==> config.mk <==
export PLATFORM = sky130hd
export DESIGN_NAME = tpsi_queue
export DESIGN_NICKNAME = d
export VERILOG_FILES = /design/src/hw/rtl/tpsi_pkg.sv /design/src/hw/rtl/tpsi_queue.sv
export SDC_FILE = /design/constraint.sdc
export NUM_CORES = 1
export LEC_CHECK = 0
export BUFFER_PORTS_ARGS = -buffer_cell sky130_fd_sc_hd__buf_2
export CAP_MARGIN = 20
export CORE_ASPECT_RATIO = 1.5
export CORE_MARGIN = 2
export CORE_UTILIZATION = 31
export DETAILED_ROUTE_END_ITERATION = 10
export PLACE_DENSITY = 0.52
export SYNTH_ARGS = -nofsm -noshare
export SYNTH_HDL_FRONTEND = slang
export SYNTH_SLANG_ARGS = --single-unit
==> constraint.sdc <==
create_clock -name i_clk -period 5.7 [get_ports i_clk]
set_input_delay 0.285 -clock i_clk [delete_from_list [all_inputs] [get_ports i_clk]]
set_output_delay 0.285 -clock i_clk [all_outputs]
set_load 0.02 [all_outputs]
==> src/hw/rtl/tpsi_pkg.sv <==
// Shared types and codes for the tour pair-swap improvement block.
// Payload structs, command and register codes, queue entry and back-end states.
// No dependencies.
package tpsi_pkg;

    typedef struct packed {
        logic [1:0]  command;
        logic [5:0]  from_town;
        logic [5:0]  to_town;
        logic [15:0] distance;
        logic [5:0]  tour_position;
        logic [5:0]  town;
        logic [15:0] random_fraction;
    } t_in;

    typedef struct packed {
        logic [5:0] position;
        logic [5:0] town_res;
        logic       mutated;
        logic       last;
    } t_out;

    localparam logic [1:0] CMD_LOAD_DIST = 2'd0;
    localparam logic [1:0] CMD_LOAD_TOUR = 2'd1;
    localparam logic [1:0] CMD_RUN       = 2'd2;

    localparam logic CFG_TOWN_COUNT = 1'b0;
    localparam logic CFG_THRESHOLD  = 1'b1;

    typedef enum logic [1:0] {
        K_LOAD_DIST,
        K_LOAD_TOUR,
        K_RUN
    } t_kind;

    typedef struct packed {
        t_kind       kind;
        logic [5:0]  from_town;
        logic [5:0]  to_town;
        logic [15:0] distance;
        logic [5:0]  tour_position;
        logic [5:0]  town;
        logic        mutate;
    } t_op;

    typedef enum logic [3:0] {
        ST_IDLE,
        ST_RD_TI,
        ST_RD_TSI,
        ST_RD_TJ,
        ST_RD_TSJ,
        ST_RD_D0,
        ST_RD_D1,
        ST_RD_D2,
        ST_RD_D3,
        ST_CAP_D3,
        ST_SWAP_SI,
        ST_SWAP_SJ,
        ST_EMIT_RD,
        ST_EMIT_LD
    } t_bstate;

endpackage

==> src/hw/rtl/tpsi_queue.sv <==
// Short FIFO of decoded operations between front and back end.
// Depends on tpsi_pkg.
module tpsi_queue (
    input  logic          i_clk,
    input  logic          i_rst_n,
    input  logic          i_push,
    input  tpsi_pkg::t_op i_op,
    output logic          o_full,
    input  logic          i_pop,
    output tpsi_pkg::t_op o_op,
    output logic          o_empty
);

    localparam int DEPTH = 4;
    localparam int PW    = $clog2(DEPTH);

    tpsi_pkg::t_op r_mem [DEPTH];
    logic [PW-1:0] r_wr, n_wr;
    logic [PW-1:0] r_rd, n_rd;
    logic [PW:0]   r_cnt, n_cnt;

    assign o_full  = (r_cnt == (PW+1)'(DEPTH));
    assign o_empty = (r_cnt == '0);
    assign o_op    = r_mem[r_rd];

    always_comb begin
        n_wr  = r_wr;
        n_rd  = r_rd;
        n_cnt = r_cnt;
        if (i_push) begin
            n_wr = r_wr + PW'(1);
        end
        if (i_pop) begin
            n_rd = r_rd + PW'(1);
        end
        if (i_push && !i_pop) begin
            n_cnt = r_cnt + (PW+1)'(1);
        end else if (!i_push && i_pop) begin
            n_cnt = r_cnt - (PW+1)'(1);
        end
    end

    always_ff @(posedge i_clk) begin
        if (!i_rst_n) begin
            r_wr  <= '0;
            r_rd  <= '0;
            r_cnt <= '0;
        end else begin
            r_wr  <= n_wr;
            r_rd  <= n_rd;
            r_cnt <= n_cnt;
        end
    end

    always_ff @(posedge i_clk) begin
        if (i_push) begin
            r_mem[r_wr] <= i_op;
        end
    end

endmodule

==> results.json <==
{
  "tritoncts": "yes",
  "worst-setup-path-type": "reg2out",
  "hold_ws_ns": 0.07801,
  "nature_of_the_critical_path_startpoint": "flip-flop",
  "arrival_ns": 2.21,
  "ys_types": 22,
  "min-delay-path-class": "in2reg",
  "setup_repair_after_global_routing_missed_its_margin": "no",
  "layoutNonFillerInstCount": 655,
  "ctsHtreeMaxLevel": 4,
  "yosys.area_share.xor_xnor_pct": 0.6531,
  "overflow": 0,
  "timing.reg2reg.setup_slack_ns": 4.08,
  "post-place-cells": 622,
  "pre_cts_ws_ns": 3.553,
  "maxCapViolCount": 0,
  "avgViaCountPerCell": 4.533,
  "timing.max_slew.rel_slack_pct": 40.43,
  "grt_antenna_before_repair": 3,
  "cts.repair.resized": 0,
  "max-clock-path-buffers": 2,
  "grt_first_pass_wirelength_um": 18830,
  "worst_ep_required_time_ns": 5.41,
  "maxSlewViolCount": 0,
  "gp_routability_congestion": 0.6665,
  "yosys_most_used_dff": "sky130_fd_sc_hd__edfxtp_1",
  "sequentialPowerShare_pct": 52.1,
  "synth_nets": 321,
  "synth.cell_area_mm2": 0.006705,
  "globalRouteTotalUtil_pct": 11.62,
  "vias_in_the_first_global_route": 3316,
  "synthMostInstantiatedCell": "sky130_fd_sc_hd__edfxtp_1",
  "worst_r2r_path_depth": 4,
  "synthTopCellsByCount": "172 x sky130_fd_sc_hd__edfxtp_1, 40 x sky130_fd_sc_hd__mux4_2, 9 x sky130_fd_sc_hd__and2_1, 9 x sky130_fd_sc_hd__dfxtp_1, 5 x sky130_fd_sc_hd__ha_1",
  "start_util_pct": 31.71,
  "routedWlPerCell_um": 18.98,
  "worst_pin_slew_ns": 0.8935,
  "power.leakage_nw": 2.686,
  "dominant_combinational_cell_family_by_area_after_synthesis": "multiplexers",
  "synth.area.top_cells": "sky130_fd_sc_hd__edfxtp_1 77%, sky130_fd_sc_hd__mux4_2 13%, sky130_fd_sc_hd__dfxtp_1 2.7%, sky130_fd_sc_hd__buf_12 1.2%, sky130_fd_sc_hd__mux4_1 1.2%",
  "n_fill_cell": 1976,
  "drc": 0,
  "worstHoldPathCells": 1,
  "setup_violations": 0,
  "route.antenna.remaining_nets": 0,
  "worstSetupEndpointType": "output port",
  "synth_seq_area_share_pct": 79.72,
  "netSwitchingPower_w": 0.0007251,
  "port_buffers": 91,
  "postCtsSetupBuffers": 0,
  "post_synth_mux_area_share_pct": 14.91,
  "synth-adder-area-share_pct": 1.232,
  "synthToLayoutAreaGrowth_pct": 19.35,
  "floorplan.die.height_um": 184.1,
  "power.clock.fraction_pct": 37.8,
  "dr_total_vias": 2969,
  "tns_ns": 0,
  "placement_rows": 65,
  "layout.nets": 426,
  "placeableCoreArea_mm2": 0.02115,
  "post_route_clock_period_utilization_pct": 43.70,
  "finalCriticalPeriod_ns": 2.491,
  "numCtsBuffers": 17,
  "final.setup_skew_ns": 0.008284,
  "switching_share_pct": 24.22,
  "first_iter_violations": 182,
  "post_synth_inst_count": 268,
  "fraction_of_layout_instances_using_a_drive_strength_above_1_pct": 45.08,
  "asyncSetResetFlopFracSynth_pct": 0,
  "synth_compound_gate_area_share_pct": 0.1866,
  "yosys.area_share.simple_pct": 1.362,
  "io_pins": 92,
  "timing.final.hold_violations": 0,
  "power_density_mw_per_mm2": 374.1,
  "pwr-share-comb_pct": 10.1,
  "clock_insertion_delay_worst_skew_ns": 0.41,
  "ys_warn_count": 0,
  "power.ir.vdd_worst_mv": 0.1807,
  "status": "finished, final reports clean",
  "cts_num_sinks": 181,
  "chipWidth_um": 124.1,
  "cts.root.buffer_cell": "sky130_fd_sc_hd__clkbuf_16",
  "ys_seq_elements": 181,
  "fmax_mhz": 401.5,
  "largest_fanout_on_the_critical_path": 43,
  "holdBufCountCts": 0,
  "clk_pin_slew_ns": 0.07,
  "drtPass1Iterations": 4,
  "yosys.area.top_type": "sky130_fd_sc_hd__edfxtp_1",
  "internal_power_w": 0.002269,
  "postLayoutSetupSlackWorst_ns": 3.209,
  "syn-mean-instance-area_um2": 25.02,
  "floorplan.die_area_mm2": 0.02285,
  "number_of_enable_type_register_cells_in_the_synthesized_netlist": 172,
  "grt_start_max_net_pins": 44,
  "synth.top_cell.area_share_pct": 77.03,
  "postRouteWirelength_um": 12430,
  "hpwl_um": 7139
}
registers in the layout (all words and copies together), names as in the netlist, named ones only:
register / flops
r_cnt: 3
r_mem: 172
r_rd: 2
r_wr: 2
routing by layer:
metal  track usage (%)  up-vias  wire length [µm]
li1                  -     1341                 -
met1             13.12     1559              4787
met2             19.78       49              6790
met3             3.558       16               604
met4             5.528        4               223
met5                 0        -                23
placed cells by master (no fill, tap or decap), types with 2 or more instances in the layout:
cell type,netlist,routed
sky130_fd_sc_hd__and2_2,0,4
sky130_fd_sc_hd__xnor2_1,2,2
sky130_fd_sc_hd__and2_1,9,5
sky130_fd_sc_hd__mux4_1,3,3
sky130_fd_sc_hd__buf_2,4,91
sky130_fd_sc_hd__clkinvlp_4,0,5
sky130_fd_sc_hd__mux4_2,40,40
sky130_fd_sc_hd__inv_8,0,3
sky130_fd_sc_hd__edfxtp_1,172,172
sky130_fd_sc_hd__xor2_1,3,3
sky130_fd_sc_hd__buf_4,0,5
sky130_fd_sc_hd__ha_1,5,5
sky130_fd_sc_hd__nor2b_1,2,2
sky130_fd_sc_hd__dfxtp_1,9,7
sky130_fd_sc_hd__inv_1,4,4
sky130_fd_sc_hd__clkbuf_16,0,17
sky130_fd_sc_hd__clkinv_2,0,2
sky130_fd_sc_hd__inv_6,0,3
sky130_fd_sc_hd__mux2i_1,2,2
layout make-up:
| class | instances | area (µm²) | area share (%) |
|---|---|---|---|
| Clock inverter | 15 | 146.4 | 1.829 |
| Inverter | 4 | 15.01 | 0.1876 |
| Multi-Input combinational cell | 73 | 1235 | 15.43 |
| Sequential cell | 181 | 5350 | 66.85 |
| Timing Repair Buffer | 96 | 493.0 | 6.160 |
| Clock buffer | 17 | 425.4 | 5.316 |
| Antenna cell | 1 | 2.502 | 0.03127 |
| Tap cell | 268 | 335.3 | 4.190 |
critical path, cell delays in order, from the launching register on:
cell and delay (ns):
sky130_fd_sc_hd__dfxtp_4 0.95, sky130_fd_sc_hd__mux4_1 0.64, sky130_fd_sc_hd__buf_2 0.17
cells by family after synthesis:
logic type,after synthesis
adder cells (fa/ha/maj),6
multiplexers,45
AO/OA/AOI/OAI,2
XOR/XNOR,5
buffers and inverters,14
AND/OR/NAND/NOR,15
flip-flops,181
stage by stage:
| stage | instance area, µm² | util (%) | power (W) |
|---|---|---|---|
| 6_report | 8003 | 37.85 | 0.002994 |
| 5_1_grt | 8000 | 37.83 | 0.003119 |
| 4_1_cts | 8000 | 37.83 | 0.003039 |
| 3_5_place_dp | 7428 | 35.13 | 0.001904 |
| 3_3_place_gp | 7428 | 35.13 | 0.001894 |
| 2_1_floorplan | 6705 | - | 0.001793 |
path summary, 6_finish.rpt:
kind,startpoint,end
setup / recovery,flip-flop,o_op[39]
setup reg to reg,r_wr[1],r_mem[1][4]
hold / removal,i_op[16],r_mem[0][16]
hold reg to reg,r_cnt[2],r_cnt[2]
power groups by stage:
stage          Clock, W  Sequential [W]  Combinational [W]
4_1_cts         0.00116         0.00156           0.000311
3_5_place_dp          0         0.00159           0.000310
2_1_floorplan         0         0.00157           0.000225
6_report        0.00113         0.00156           0.000302
5_1_grt         0.00122         0.00157           0.000327
3_3_place_gp          0         0.00159           0.000305
No activity file was read; power rests on OpenSTA's default activity.
