### config.mk
export PLATFORM = sky130hd
export DESIGN_NAME = tpsi_front
export DESIGN_NICKNAME = d
export VERILOG_FILES = /design/src/hw/rtl/tpsi_pkg.sv /design/src/hw/rtl/tpsi_front.sv
export SDC_FILE = /design/constraint.sdc
export NUM_CORES = 1
export LEC_CHECK = 0
export ABC_AREA = 1
export ABC_CLOCK_PERIOD_IN_PS = 800
export BUFFER_PORTS_ARGS = -buffer_cell sky130_fd_sc_hd__buf_2
export CAP_MARGIN = 30
export CORE_ASPECT_RATIO = 0.6
export CORE_MARGIN = 1
export CORE_UTILIZATION = 27
export DETAILED_ROUTE_END_ITERATION = 10
export MAX_ROUTING_LAYER = met4
export PLACE_DENSITY = 0.81
export SLEW_MARGIN = 40
export SYNTH_ARGS = -nofsm -noshare
export SYNTH_HDL_FRONTEND = slang
export SYNTH_SLANG_ARGS = --single-unit
### constraint.sdc
create_clock -name vclk -period 0.8
set_input_delay 0.04 -clock vclk [all_inputs]
set_output_delay 0.04 -clock vclk [all_outputs]
set_load 0.02 [all_outputs]
### src/hw/rtl/tpsi_pkg.sv
// Shared types and codes for the tour pair-swap improvement block.
// Payload structs, command and register codes, queue entry and back-end states.
// No dependencies.
package tpsi_pkg;

    typedef struct packed {
        logic [1:0]  command;
        logic [5:0]  from_town;
        logic [5:0]  to_town;
        logic [15:0] distance;
        logic [5:0]  tour_position;
        logic [5:0]  town;
        logic [15:0] random_fraction;
    } t_in;

    typedef struct packed {
        logic [5:0] position;
        logic [5:0] town_res;
        logic       mutated;
        logic       last;
    } t_out;

    localparam logic [1:0] CMD_LOAD_DIST = 2'd0;
    localparam logic [1:0] CMD_LOAD_TOUR = 2'd1;
    localparam logic [1:0] CMD_RUN       = 2'd2;

    localparam logic CFG_TOWN_COUNT = 1'b0;
    localparam logic CFG_THRESHOLD  = 1'b1;

    typedef enum logic [1:0] {
        K_LOAD_DIST,
        K_LOAD_TOUR,
        K_RUN
    } t_kind;

    typedef struct packed {
        t_kind       kind;
        logic [5:0]  from_town;
        logic [5:0]  to_town;
        logic [15:0] distance;
        logic [5:0]  tour_position;
        logic [5:0]  town;
        logic        mutate;
    } t_op;

    typedef enum logic [3:0] {
        ST_IDLE,
        ST_RD_TI,
        ST_RD_TSI,
        ST_RD_TJ,
        ST_RD_TSJ,
        ST_RD_D0,
        ST_RD_D1,
        ST_RD_D2,
        ST_RD_D3,
        ST_CAP_D3,
        ST_SWAP_SI,
        ST_SWAP_SJ,
        ST_EMIT_RD,
        ST_EMIT_LD
    } t_bstate;

endpackage

### src/hw/rtl/tpsi_front.sv
// Front end: accepts input transfers, drops loads out of range and unused
// commands, decides mutation on a run and pushes an operation to the queue.
// Depends on tpsi_pkg.
module tpsi_front #(
    parameter int MAX_TOWNS = 64
) (
    input  logic             i_valid,
    output logic             o_ready,
    input  tpsi_pkg::t_in    i_item,
    input  logic [15:0]      i_threshold,
    input  logic             i_full,
    output logic             o_push,
    output tpsi_pkg::t_op    o_op
);

    logic keep;

    always_comb begin
        keep        = 1'b0;
        o_op.kind   = tpsi_pkg::K_RUN;
        case (i_item.command)
            tpsi_pkg::CMD_LOAD_DIST: begin
                o_op.kind = tpsi_pkg::K_LOAD_DIST;
                keep = (32'(i_item.from_town) < MAX_TOWNS) && (32'(i_item.to_town) < MAX_TOWNS);
            end
            tpsi_pkg::CMD_LOAD_TOUR: begin
                o_op.kind = tpsi_pkg::K_LOAD_TOUR;
                keep = 32'(i_item.tour_position) < MAX_TOWNS;
            end
            tpsi_pkg::CMD_RUN: begin
                o_op.kind = tpsi_pkg::K_RUN;
                keep = 1'b1;
            end
            default: begin
                keep = 1'b0;
            end
        endcase
        o_op.from_town     = i_item.from_town;
        o_op.to_town       = i_item.to_town;
        o_op.distance      = i_item.distance;
        o_op.tour_position = i_item.tour_position;
        o_op.town          = i_item.town;
        o_op.mutate        = (i_threshold != 16'd0) && (i_item.random_fraction < i_threshold);
    end

    assign o_ready = !i_full;
    assign o_push  = i_valid && !i_full && keep;

endmodule

==> results of run 1 <==
-- area by class of cell --
class,count,area (sq um),share of cell area [%]
Multi-Input combinational cell,58,561,53.6
Tap cell,32,40.0,3.83
Timing Repair Buffer,54,338,32.3
Inverter,24,108,10.3
-- power groups by stage --
stage	combinational [mW]	clock, mW	sequential, mW
global route	0.592	0	0
floorplan	0.511	0	0
CTS	0.476	0	0
global placement	0.397	0	0
finish	0.531	0	0
detailed placement	0.405	0	0
-- cell usage in the layout (no fill, tap or decap), types with 2 or more instances in the layout --
cell,netlist,final
a21oi_1,6,2
a21oi_2,0,3
buf_2,0,36
buf_4,40,13
buf_6,0,4
ha_1,15,5
ha_4,0,10
inv_1,24,12
inv_2,0,9
inv_4,0,2
nand2_1,18,13
nand2_2,0,5
nand3_1,3,2
nand4_1,3,3
nor2_1,8,7
nor3_2,0,2
-- stage by stage --
step                std cells  worst slack [ns]  total power [mW]  hold WS [ns]  TNS [ns]
floorplan                 123            -0.151             0.511         0.160    -0.151
global placement          166            -0.463             0.397        0.0801    -0.463
detailed placement        166            -0.495             0.405        0.0801    -0.495
CTS                       166            -0.305             0.476        0.0801    -0.305
global route              168            -0.343             0.592        0.0800    -0.343
finish                    168            -0.288             0.531        0.0800    -0.288
-- repair_timing --
| action | in CTS | in global routing |
|---|---|---|
| setup buffers | 0 | 2 |
| setup endpoints to repair | 1 | 1 |
| resized for setup | 20 | 18 |
| pin swaps | 12 | 17 |
-- metal layers --
layer,track usage (%),share of wire (%)
met1,12.1,45
met4,0.800,0
met2,17.1,46
met5,-,0
met3,2.56,9.1
-- kinds of logic after synthesis --
kind of cell    after synthesis  synth area share [%]
fa+ha+maj                    15                  24.3
buf+inv                      65                  51.0
compound gates                9                  6.47
simple gates                 34                  18.3
-- final timing paths --
check / startpoint / to / cells after the start
max: i_threshold[15] / o_op[0] / 10
min: i_item[28] / o_op[13] / 0
-- synthesized netlist by cell type --
cell type / count / share of area, %
buf_4: 40 / 39
nor3_1: 2 / 1.3
o21a_1: 1 / 0.97
a21oi_1: 6 / 3.9
nand4_1: 3 / 2.4
inv_1: 24 / 12
ha_1: 15 / 24
nand3_1: 3 / 1.9
nand2_1: 18 / 8.7
o21ai_1: 1 / 0.65
nor2_1: 8 / 3.9
a21o_1: 1 / 0.97
clkbuf_1: 1 / 0.48
==> flow_summary.json, run 1 <==
{
  "failed_checks": "design-rule violations, negative setup slack",
  "post_drt_via_cell_ratio": 4.12,
  "route.detailed.drc": 5,
  "layout.sequential_cells": 0,
  "fin_area_sq_um": 1050,
  "ctsHoldBuffers": 0,
  "drt_iter0_markers": 20,
  "via_count_of_the_first_global_routing_pass": 603,
  "power.internal_mw": 0.284,
  "hold_path.class": "in2out",
  "drt-wirelength-per-cell_microns": 9.70,
  "std_cell_rows": 14,
  "initial_core_util_pct": 29.6,
  "critical_path.max_fanout": 2,
  "worst_ep_arrival_time_ns": 1.05,
  "grt_first_pass_wirelength_mm": 2.44,
  "final_layout_size_suffix_gt1_share_pct": 66.2,
  "timing.final.crit_period_ns": 1.09,
  "final_net_count": 229,
  "worst-endpoint-required_ns": 0.76,
  "drt_pre_antenna_iters": 7,
  "maxSlewHeadroom_pct": 86.2,
  "setup_viol": 1,
  "clk_buf": 0,
  "portion_of_total_power_attributed_to_the_clock_network_pct": 0,
  "cpMaxStageDelayCell": "ha_4",
  "ys.warnings.count": 0,
  "timing.final.hold_violations": 0,
  "timing.final.crit_share_pct": 136,
  "finalMaxSlewViolations": 0,
  "wire_length_after_detailed_routing_mm": 1.63,
  "max_slew.worst_pin.slew_ns": 0.207,
  "post_synth_num_cell_types": 13,
  "postSynthCellCount": 123,
  "total_leakage_power_nw": 0.568,
  "setup_repair_after_global_routing_missed_its_margin": "yes",
  "switching_share_pct": 46.5,
  "antenna_cells": 0,
  "power-per-cell-area_nw_per_um2": 507,
  "seq_area_frac_synth_pct": 0,
  "postSynthAreaPerCell_sq_um": 6.29,
  "worst_ir_drop_vdd_mv": 0.113,
  "routed-via-count": 692,
  "crit_path_max_delay_family": "buffers and inverters",
  "cpPeakStageDelay_ns": 0.20,
  "critical_path.most_common_cell": "buf_6",
  "worst_setup_path_start_kind": "primary input",
  "fill_cells": 284,
  "synth.net_count": 214,
  "dieWidth_microns": 71.1,
  "dp.final_hpwl_mm": 1.31,
  "net-switching-power_mw": 0.247,
  "ios": 121,
  "gr-usage-all-layers_pct": 9.84,
  "core_area_sq_um": 2610,
  "path_cells": "buf_6, inv_4, ha_4, nand2_2, inv_2, nor2_2, o21a_1, nand3_2, a21oi_4, buf_6",
  "die_height_microns": 43.5,
  "setup.worst_path.end_class": "output port",
  "cp_num_buf_inv": 4,
  "post-route-worst-setup-slack_ns": -0.288,
  "route.antenna.remaining_nets": 0,
  "flow.area_growth_from_synthesis_pct": 35.3,
  "syn-cell-area_sq_um": 773,
  "seqPwrFrac_pct": 0,
  "utilization_pct": 40.1,
  "total_die_area_sq_um": 3090,
  "drv.max_cap_violation_count": 0,
  "place.port_buffers": 41,
  "timing.setup.critical_path_class": "in2out",
  "fmax_ghz": 0.919,
  "gp_congestion": 0.713,
  "combinationalPowerShare_pct": 100.0,
  "grt_remaining_overflow": 0,
  "grt_antenna_before_repair": 0,
  "result_of_the_run": "finished, violations left",
  "grt_max_degree": 4,
  "area_of_placed_instances_sq_um": 855,
  "layout.area.seq_sq_um": 0
}
No activity file was read; power rests on OpenSTA's default activity.
==> inputs of run 2 (changes only) <==
--- a/config.mk
+++ b/config.mk
@@ -10,7 +10,7 @@
 export BUFFER_PORTS_ARGS = -buffer_cell sky130_fd_sc_hd__buf_2
 export CAP_MARGIN = 30
 export CORE_ASPECT_RATIO = 0.6
-export CORE_MARGIN = 1
+export CORE_MARGIN = 5
 export CORE_UTILIZATION = 27
 export DETAILED_ROUTE_END_ITERATION = 10
 export MAX_ROUTING_LAYER = met4
==> run 2 against run 1 <==
Against the previous run:
- the flow finishes with violations (negative setup slack)
- sequential share of layout area did not move
- global-route usage shrank 2.2 points
- final cell count rose by 0.60%
- hold slack is essentially flat
- cell area down 5.0%
- setup slack got worse by 0.022 ns
- wire length increased by 10%
- core utilization is 4.8 points lower
- first-iteration DRC count fell by 75%
- critical path depth decreased by 1
- non-clock buffer count fell by 1
- via count decreased by 1.2%
- critical endpoint unchanged
- largest power group unchanged
==> flow_summary.json, run 2 (synthesis results as in run 1) <==
{
  "timing.final.crit_period_ns": 1.11,
  "setup_repair_after_global_routing_missed_its_margin": "yes",
  "power.total_mw": 0.502,
  "grt_remaining_overflow": 0,
  "net-switching-power_mw": 0.236,
  "total_leakage_power_nw": 0.565,
  "wire_length_after_detailed_routing_mm": 1.80,
  "routed-via-count": 684,
  "total_die_area_sq_um": 4070,
  "critical_path.max_fanout": 2,
  "route.detailed.drc": 0,
  "combinationalPowerShare_pct": 100.0,
  "drv.max_cap_violation_count": 0,
  "std_cell_rows": 15,
  "final.hold.worst_slack_ns": 0.0800,
  "grt_antenna_before_repair": 0,
  "clk_buf": 0,
  "max_slew.worst_pin.slew_ns": 0.223,
  "layout.sequential_cells": 0,
  "hold_path_depth": 0,
  "setup_viol": 1,
  "crit_path_max_delay_family": "simple AND/OR/NAND/NOR gates",
  "layout.area.seq_sq_um": 0,
  "post-route-worst-setup-slack_ns": -0.310,
  "cpMaxStageDelayCell": "ha_4",
  "worst-path-stages": 9,
  "antenna_cells": 0,
  "drt-wirelength-per-cell_microns": 10.6,
  "worst_ir_drop_vdd_mv": 0.121,
  "power-per-cell-area_nw_per_um2": 505,
  "worst-endpoint-required_ns": 0.76,
  "route.antenna.remaining_nets": 0,
  "flow.area_growth_from_synthesis_pct": 28.5,
  "failed_checks": "negative setup slack",
  "initial_core_util_pct": 27.5,
  "grt_max_degree": 4,
  "drt_iter0_markers": 5,
  "gp_congestion": 0.665,
  "ios": 121,
  "core_area_sq_um": 2820,
  "seqPwrFrac_pct": 0,
  "fill_cells": 300,
  "final_layout_size_suffix_gt1_share_pct": 59.3,
  "mostFrequentLayoutCell": "buf_2",
  "setup.worst_path.end_class": "output port",
  "post_drt_via_cell_ratio": 4.05,
  "timing.setup.critical_path_class": "in2out",
  "worst_setup_path_start_kind": "primary input",
  "result_of_the_run": "finished, violations left",
  "via_count_of_the_first_global_routing_pass": 600,
  "dp.final_hpwl_mm": 1.51,
  "worst_ep_arrival_time_ns": 1.07,
  "gr-usage-all-layers_pct": 7.63,
  "fmax_ghz": 0.901,
  "most_frequent_cells_in_the_layout": "buf_2 (38), inv_1 (17), nand2_1 (14)",
  "placed_cells_incl_taps": 168,
  "drt_pre_antenna_iters": 2,
  "timing.final.hold_violations": 0,
  "maxSlewHeadroom_pct": 85.0,
  "place.port_buffers": 41,
  "cpPeakStageDelay_ns": 0.22,
  "cp_num_buf_inv": 3,
  "timing.final.crit_share_pct": 139,
  "timing.setup.tns_ns": -0.310,
  "switching_share_pct": 47.0,
  "post_layout_nonfiller_instances": 169,
  "power.internal_mw": 0.266,
  "die_height_microns": 51.5,
  "finalMaxSlewViolations": 0,
  "portion_of_total_power_attributed_to_the_clock_network_pct": 0,
  "hold_path.class": "in2out",
  "dieWidth_microns": 79.1,
  "final_net_count": 228,
  "grt_first_pass_wirelength_mm": 2.49,
  "path_cells": "buf_8, inv_12, ha_4, a21oi_2, nor2_1, nor3_1, nand2_1, a21oi_4, buf_6"
}
-- run 2: metrics by stage --
stage,area (sq um),util [%],worst slack [ns]
2_1_floorplan,831,-,-0.151
3_5_place_dp,857,30.4,-0.488
5_1_grt,993,35.3,-0.373
4_1_cts,928,33.0,-0.321
6_report,993,35.3,-0.310
3_3_place_gp,857,30.4,-0.464
-- run 2: power groups by stage --
stage                     clock (mW)  sequential, mW  combinational (mW)
after floorplan                    0               0               0.511
final                              0               0               0.502
after detailed placement           0               0               0.409
after global placement             0               0               0.402
after CTS                          0               0               0.462
after global routing               0               0               0.561
-- run 2: area by class of cell --
cell class,count,area (sq um),area share [%]
multi-input combinational,58,528,53.1
timing repair buffer,53,318,32.0
inverter,24,105,10.6
tap,34,42.5,4.28
-- run 2: worst paths after layout --
path	from	endpoint	slack [ns]
worst max-delay path	i_threshold[5]	o_op[0]	-0.31
worst min-delay path	i_item[28]	o_op[13]	0.08
-- run 2: per-layer routing --
layer	routed length, microns	vias to the layer above	global-route usage [%]
met5	0	-	-
met4	0	0	0.286
met3	226	0	4.58
met2	787	40	9.92
met1	783	281	10.4
li1	-	363	-
-- run 2: repair_timing --
item | CTS | global route
gates resized for setup | 14 | 12
hold buffers | 0 | 0
setup buffers | 1 | 0
pin swaps | 9 | 4
endpoints found under the setup margin | 1 | 1
